**config.mk**
```make
export PLATFORM = sky130hd
export DESIGN_NAME = two_stacks_one_array
export DESIGN_NICKNAME = d
export VERILOG_FILES = /design/src/tsoa_pkg.sv /design/src/two_stacks_one_array.sv /design/src/tsoa_mem.sv /design/src/tsoa_ctrl.sv
export SDC_FILE = /design/constraint.sdc
export NUM_CORES = 1
export LEC_CHECK = 0
export BUFFER_PORTS_ARGS = -buffer_cell sky130_fd_sc_hd__buf_2
export CORE_ASPECT_RATIO = 0.8
export CORE_MARGIN = 5
export CORE_UTILIZATION = 53
export CTS_CLUSTER_SIZE = 30
export DETAILED_ROUTE_END_ITERATION = 16
export HOLD_SLACK_MARGIN = 0.06
export PLACE_DENSITY = 0.7
export SYNTH_ARGS = -nofsm -noshare
export SYNTH_HDL_FRONTEND = slang
export SYNTH_HIERARCHICAL = 1
export SYNTH_SLANG_ARGS = --single-unit
export TNS_END_PERCENT = 100
```
**constraint.sdc**
```tcl
create_clock -name clk -period 7.2 [get_ports clk]
set_clock_uncertainty 0.15 [all_clocks]
set_input_delay 0 -clock clk [delete_from_list [all_inputs] [get_ports clk]]
set_output_delay 0 -clock clk [all_outputs]
set_load 0.01 [all_outputs]
```
**src/tsoa_pkg.sv**
```systemverilog
// Shared types and codes for the two-stacks-in-one-array block.
package tsoa_pkg;

  typedef logic signed [31:0] word_t;

  localparam logic [2:0] CMD_PUSH_A = 3'd0;
  localparam logic [2:0] CMD_POP_A  = 3'd1;
  localparam logic [2:0] CMD_VIEW_A = 3'd2;
  localparam logic [2:0] CMD_PUSH_B = 3'd3;
  localparam logic [2:0] CMD_POP_B  = 3'd4;
  localparam logic [2:0] CMD_VIEW_B = 3'd5;

  localparam logic [1:0] ST_OK       = 2'd0;
  localparam logic [1:0] ST_OVERFLOW = 2'd1;
  localparam logic [1:0] ST_UNDERFLOW = 2'd2;
  localparam logic [1:0] ST_EMPTY    = 2'd3;

  typedef struct packed {
    logic [2:0] cmd;
    word_t      push_value;
  } req_t;

  typedef struct packed {
    logic [1:0] status;
    word_t      data;
    logic       last;
  } rsp_t;

endpackage

```
**src/two_stacks_one_array.sv**
```systemverilog
// Top level: two stacks sharing one word store.
// Stack A grows up from entry 0 and stack B grows down from entry DEPTH-1; a push
// fails with overflow once both together hold DEPTH words. One request is taken at a
// time. A push or a failed command goes straight to the response (SEND); a pop reads
// the store (LOAD) before SEND, and a view repeats LOAD and SEND once per word.
// Each SEND waits for rsp_ready. This follows from the single-port store with its
// registered read and the address adder that steps through the stack one word per read.
// Command codes 6 and 7 are dropped without a response.
module two_stacks_one_array
  import tsoa_pkg::*;
#(
  parameter int DEPTH = 16
) (
  input  logic clk,
  input  logic rst,
  input  logic req_valid,
  output logic req_ready,
  input  req_t req,
  output logic rsp_valid,
  input  logic rsp_ready,
  output rsp_t rsp
);

  localparam int AW = $clog2(DEPTH);

  logic          mem_en;
  logic          mem_we;
  logic [AW-1:0] mem_addr;
  word_t         mem_wdata;
  word_t         mem_rdata;

  tsoa_ctrl #(
    .DEPTH(DEPTH)
  ) u_ctrl (
    .clk      (clk),
    .rst      (rst),
    .req_valid(req_valid),
    .req_ready(req_ready),
    .req      (req),
    .rsp_valid(rsp_valid),
    .rsp_ready(rsp_ready),
    .rsp      (rsp),
    .mem_en   (mem_en),
    .mem_we   (mem_we),
    .mem_addr (mem_addr),
    .mem_wdata(mem_wdata),
    .mem_rdata(mem_rdata)
  );

  tsoa_mem #(
    .DEPTH(DEPTH)
  ) u_mem (
    .clk  (clk),
    .en   (mem_en),
    .we   (mem_we),
    .addr (mem_addr),
    .wdata(mem_wdata),
    .rdata(mem_rdata)
  );

endmodule

```
**src/tsoa_mem.sv**
```systemverilog
// Single-port word store with registered read data.
module tsoa_mem
  import tsoa_pkg::*;
#(
  parameter int DEPTH = 16,
  localparam int AW = $clog2(DEPTH)
) (
  input  logic          clk,
  input  logic          en,
  input  logic          we,
  input  logic [AW-1:0] addr,
  input  word_t         wdata,
  output word_t         rdata
);

  word_t mem [DEPTH];

  always_ff @(posedge clk) begin
    if (en) begin
      if (we) begin
        mem[addr] <= wdata;
      end else begin
        rdata <= mem[addr];
      end
    end
  end

endmodule

```
**src/tsoa_ctrl.sv**
```systemverilog
// Command sequencer: stack counts, shared address adder and response register.
module tsoa_ctrl
  import tsoa_pkg::*;
#(
  parameter int DEPTH = 16,
  localparam int AW = $clog2(DEPTH),
  localparam int CW = $clog2(DEPTH + 1)
) (
  input  logic          clk,
  input  logic          rst,
  input  logic          req_valid,
  output logic          req_ready,
  input  req_t          req,
  output logic          rsp_valid,
  input  logic          rsp_ready,
  output rsp_t          rsp,
  output logic          mem_en,
  output logic          mem_we,
  output logic [AW-1:0] mem_addr,
  output word_t         mem_wdata,
  input  word_t         mem_rdata
);

  typedef enum logic [1:0] {IDLE, LOAD, SEND} state_t;

  state_t        state;
  logic [CW-1:0] count_a;
  logic [CW-1:0] count_b;
  logic [AW-1:0] addr;
  logic          side_b;
  logic          is_view;
  rsp_t          rsp_q;

  logic          accept;
  logic [CW:0]   sum_ab;
  logic          full;
  logic          a_empty;
  logic          b_empty;
  logic [CW-1:0] opx;
  logic [CW-1:0] opy;
  logic          sub;
  logic [CW-1:0] sum;
  logic          is_push;
  logic          rd_start;

  assign accept  = req_valid && (state == IDLE);
  assign sum_ab  = {1'b0, count_a} + {1'b0, count_b};
  assign full    = sum_ab >= (CW+1)'(DEPTH);
  assign a_empty = (count_a == '0);
  assign b_empty = (count_b == '0);
  assign is_push = (req.cmd == CMD_PUSH_A) || (req.cmd == CMD_PUSH_B);
  assign rd_start = ((req.cmd == CMD_POP_A) || (req.cmd == CMD_VIEW_A)) && !a_empty
                 || ((req.cmd == CMD_POP_B) || (req.cmd == CMD_VIEW_B)) && !b_empty;

  // shared address adder
  always_comb begin
    opx = '0;
    opy = '0;
    sub = 1'b0;
    if (state == IDLE) begin
      case (req.cmd) inside
        CMD_PUSH_A: begin
          opx = count_a;
        end
        CMD_POP_A, CMD_VIEW_A: begin
          opx = count_a;
          opy = CW'(1);
          sub = 1'b1;
        end
        CMD_PUSH_B: begin
          opx = CW'(DEPTH - 1);
          opy = count_b;
          sub = 1'b1;
        end
        CMD_POP_B, CMD_VIEW_B: begin
          opx = CW'(DEPTH);
          opy = count_b;
          sub = 1'b1;
        end
        default: ;
      endcase
    end else begin
      opx = CW'(addr);
      opy = CW'(1);
      sub = !side_b;
    end
  end

  assign sum       = sub ? opx - opy : opx + opy;
  assign mem_addr  = sum[AW-1:0];
  assign mem_we    = accept && is_push && !full;
  assign mem_en    = mem_we || (accept && rd_start)
                  || (state == SEND && rsp_ready && !rsp_q.last);
  assign mem_wdata = req.push_value;

  assign req_ready = (state == IDLE);
  assign rsp_valid = (state == SEND);
  assign rsp       = rsp_q;

  always_ff @(posedge clk) begin
    if (rst) begin
      state   <= IDLE;
      count_a <= '0;
      count_b <= '0;
    end else begin
      unique case (state)
        IDLE: begin
          if (req_valid) begin
            case (req.cmd) inside
              CMD_PUSH_A, CMD_PUSH_B: begin
                rsp_q <= '{status: (full ? ST_OVERFLOW : ST_OK), data: '0, last: 1'b1};
                if (!full) begin
                  if (req.cmd == CMD_PUSH_A) begin
                    count_a <= count_a + CW'(1);
                  end else begin
                    count_b <= count_b + CW'(1);
                  end
                end
                state <= SEND;
              end
              CMD_POP_A, CMD_POP_B: begin
                if (rd_start) begin
                  if (req.cmd == CMD_POP_A) begin
                    count_a <= count_a - CW'(1);
                  end else begin
                    count_b <= count_b - CW'(1);
                  end
                  addr    <= mem_addr;
                  side_b  <= (req.cmd == CMD_POP_B);
                  is_view <= 1'b0;
                  state   <= LOAD;
                end else begin
                  rsp_q <= '{status: ST_UNDERFLOW, data: '0, last: 1'b1};
                  state <= SEND;
                end
              end
              CMD_VIEW_A, CMD_VIEW_B: begin
                if (rd_start) begin
                  addr    <= mem_addr;
                  side_b  <= (req.cmd == CMD_VIEW_B);
                  is_view <= 1'b1;
                  state   <= LOAD;
                end else begin
                  rsp_q <= '{status: ST_EMPTY, data: '0, last: 1'b1};
                  state <= SEND;
                end
              end
              default: ;
            endcase
          end
        end
        LOAD: begin
          rsp_q.status <= ST_OK;
          rsp_q.data   <= mem_rdata;
          rsp_q.last   <= !is_view || (side_b ? (addr == AW'(DEPTH - 1)) : (addr == '0));
          state        <= SEND;
        end
        SEND: begin
          if (rsp_ready) begin
            if (rsp_q.last) begin
              state <= IDLE;
            end else begin
              addr  <= mem_addr;
              state <= LOAD;
            end
          end
        end
        default: state <= IDLE;
      endcase
    end
  end

endmodule

```
==> impl_metrics.tcl <==
set metrics [dict create \
    antenna_found_initial 2 \
    final_area_um2 26650 \
    synth_edf_count 585 \
    finalMaxSlewViolations 0 \
    setup_viol 0 \
    status "finished, violations left" \
    seq_area_um2 17810 \
    drtAntennaViolNets 0 \
    synth_ff_type "edfxtp_1" \
    layout_common_cells "edfxtp_1 (585), mux4_2 (128), buf_2 (75), a22oi_1 (64), clkbuf_16 (56)" \
    swShare_pct 24.36 \
    dieArea_um2 48460 \
    maxCapViolCount 1 \
    rsz0062_at_grt "false" \
    diodes 0 \
    critPathMaxFanout 57 \
    pwr-share-clk_pct 37.0 \
    synth-seq-cells 597 \
    start_util_pct 53.90 \
    worst-setup-path-type "flop to flop" \
    drcViolationCount 0 \
    clk_pin_slew_ns 0.07 \
    syn_nets 1205 \
    grt_pass1_wl_um 72970 \
    ctsResizeCount 0 \
    wl_per_cell_um 26.06 \
    hold_class "input pin to flop" \
    placed_cell_area_um2 24280 \
    vias_per_cell 6.129 \
    synthesis.area_um2 23390 \
    final_nets 1314 \
    syn2layout_area_growth_pct 13.96 \
    powerDensity_nw_per_um2 315.3 \
    ys_seq_area_share_pct 76.14 \
    min_period_over_period_pct 75.69 \
    yosysWarningCount 6 \
    tns_ns 0 \
    gp_congestion 0.7479 \
    min_period_ns 5.450 \
    die_w_um 244.9 \
    start_kind "flop" \
    worst_setup_path_end_kind "flop" \
    io_buffers 75 \
    core-area_um2 43390 \
    grt_start_max_net_pins 93 \
    power_leakage_nw 8.635 \
    numCtsBuffers 56 \
    max_slew.worst_pin.slew_ns 1.462 \
    wl_um 48600 \
    p_int_mw 6.358 \
    pin_count 76 \
    r2r_start "u_ctrl/state[1]" \
    drive_above_1_share_pct 26.51 \
    rrSetupSlack_ns 1.75 \
    holdPathStages 2 \
    hold_viol 0 \
    clkLatencyLatePin_ns 0.59 \
    relSlewSlack_pct 1.989 \
    violations "max-capacitance violations" \
    required_ns 7.31 \
    nFillCells 2995 \
    synth_cell_type_count 53 \
    min-delay-start "req[10]" \
    overflow 0 \
    reg2reg_depth 10 \
    multi_input_area_um2 5124 \
    r2r-end "u_mem/mem[1][3]" \
    first_pass_iters 4 \
    share_comb_of_total_power_pct 16.4 \
    sequentialPowerShare_pct 46.6 \
    num_rows 68 \
    synthArstFlopShare_pct 0 \
    cts_root_buf "clkbuf_16" \
    hold_path_end "u_mem/mem[10][10]" \
    die_h_um 197.9 \
    clkSinkCount 597 \
    layout_commonest_cell "edfxtp_1" \
    cp.arrival_ns 5.56 \
    timing.hold.ws_ns 0.1985 \
    grt_pass1_vias 11445 \
    power.net_switching_mw 2.047 \
    htreeDepth 2 \
    synthCells 1149 \
    vias 11431 \
    cts_tree "built" \
    dp_hpwl_um 26380 \
    drtIter0Drc 961 \
    peakVddDrop_uv 212.4 \
    track_usage_pct 20.10 \
    fmax_mhz 183.5 \
    syn_avg_cell_area_um2 20.36 \
    clk_path_buf_depth 3 \
]
what timing repair did:
action / 4_1_cts / 5_1_grt
setup buffers: 0 / 0
hold buffers: 42 / 0
hold endpoints to repair: 542 / 0
sequential cells by signal (all words and copies together), names as in the netlist:
register,cells
u_ctrl/state,2
u_ctrl/is_view,1
u_ctrl/count_b,5
u_ctrl/rsp,35
u_ctrl/side_b,1
u_ctrl/addr,4
u_mem/rdata,32
u_ctrl/count_a,5
u_mem/mem,512
metal layers:
| layer | up-vias | GRT usage, % | part of all wire [%] |
|---|---|---|---|
| met4 | 0 | 4.445 | 1.8 |
| met3 | 65 | 3.266 | 7.2 |
| met1 | 6024 | 30.40 | 43 |
| met5 | - | 0 | 0 |
| li1 | 4894 | - | - |
| met2 | 448 | 31.73 | 48 |
how the worst max path moves through the flow:
| stage | start | end |
|---|---|---|
| 3_3_place_gp | u_ctrl/state[1] | u_mem/rdata[9] |
| 3_5_place_dp | u_ctrl/state[1] | u_mem/mem[10][15] |
| 2_1_floorplan | u_ctrl/state[1] | u_mem/mem[3][0] |
| 6_report | u_ctrl/state[1] | u_mem/mem[1][3] |
| 4_1_cts | u_ctrl/state[1] | u_mem/mem[10][18] |
| 5_1_grt | u_ctrl/state[1] | u_mem/mem[1][3] |
power groups by stage:
stage / sequential, mW / clock [mW] / combinational (mW)
after floorplan: 3.99 / 0 / 1.01
after global placement: 3.99 / 0 / 1.34
after detailed placement: 4.00 / 0 / 1.36
after CTS: 3.92 / 3.17 / 1.39
after global routing: 3.92 / 3.32 / 1.49
final: 3.92 / 3.11 / 1.38
logic make-up (layout without fill, tap and decap cells):
kind of cell | Yosys count | in the layout | share of synthesized area [%]
flip-flops | 597 | 597 | 76.14
adder cells (fa/ha/maj) | 17 | 17 | 1.006
buffers and inverters | 109 | 265 | 2.675
multiplexers | 131 | 131 | 12.46
AO/OA/AOI/OAI | 120 | 120 | 3.638
XOR/XNOR | 9 | 9 | 0.3370
AND/OR/NAND/NOR | 166 | 166 | 3.745
per-stage QoR:
| step | cells | setup WS (ns) | total power, mW | util (%) |
|---|---|---|---|---|
| finish | 1865 | 1.750 | 8.405 | 61.43 |
| global route | 1865 | 1.544 | 8.732 | 61.43 |
| CTS | 1865 | 1.825 | 8.476 | 61.43 |
| detailed placement | 1718 | 1.852 | 5.359 | 55.95 |
| global placement | 1718 | 1.915 | 5.339 | 55.95 |
| floorplan | 1149 | 1.551 | 5.005 | - |
cells in the mapped netlist, types with 5 or more instances:
cell type  count  area, um2
clkbuf_1      32      120.1
inv_1         15      56.30
nor3_1         9      45.04
and2_1        34      212.7
nor2_1        34      127.6
mux4_2       128       2883
buf_2         14      70.07
ha_1          14      175.2
nand2b_1       9      56.30
edfxtp_1     585      17570
xnor2_1        6      52.55
nand2_1       39      146.4
nand3_1        8      40.04
buf_6         10      112.6
nor2b_1        8      50.05
a22oi_1       64      480.5
a21o_1         5      37.54
or4_1          5      37.54
a21oi_1       20      100.1
o21ai_0        7      35.03
dfxtp_1       12      240.2
buf_4         33      247.7
critical path, stage by stage, from the launching register on:
cell,delay [ns]
dfxtp_1,0.37
or2_1,0.35
a21oi_1,0.25
nand2_1,0.13
ha_1,0.30
inv_1,0.04
o21a_1,0.21
fa_4,1.03
nand4b_1,0.58
nor3_2,1.24
buf_4,0.44
layout make-up:
class | count | area share [%]
well taps | 560 | 2.629
multi-input cells | 443 | 19.22
flip-flops and latches | 597 | 66.81
repair buffers | 144 | 3.746
clock inverters | 42 | 1.986
inverters | 16 | 0.2535
clock buffers | 63 | 5.356
Power figures use the tool's default switching activity.
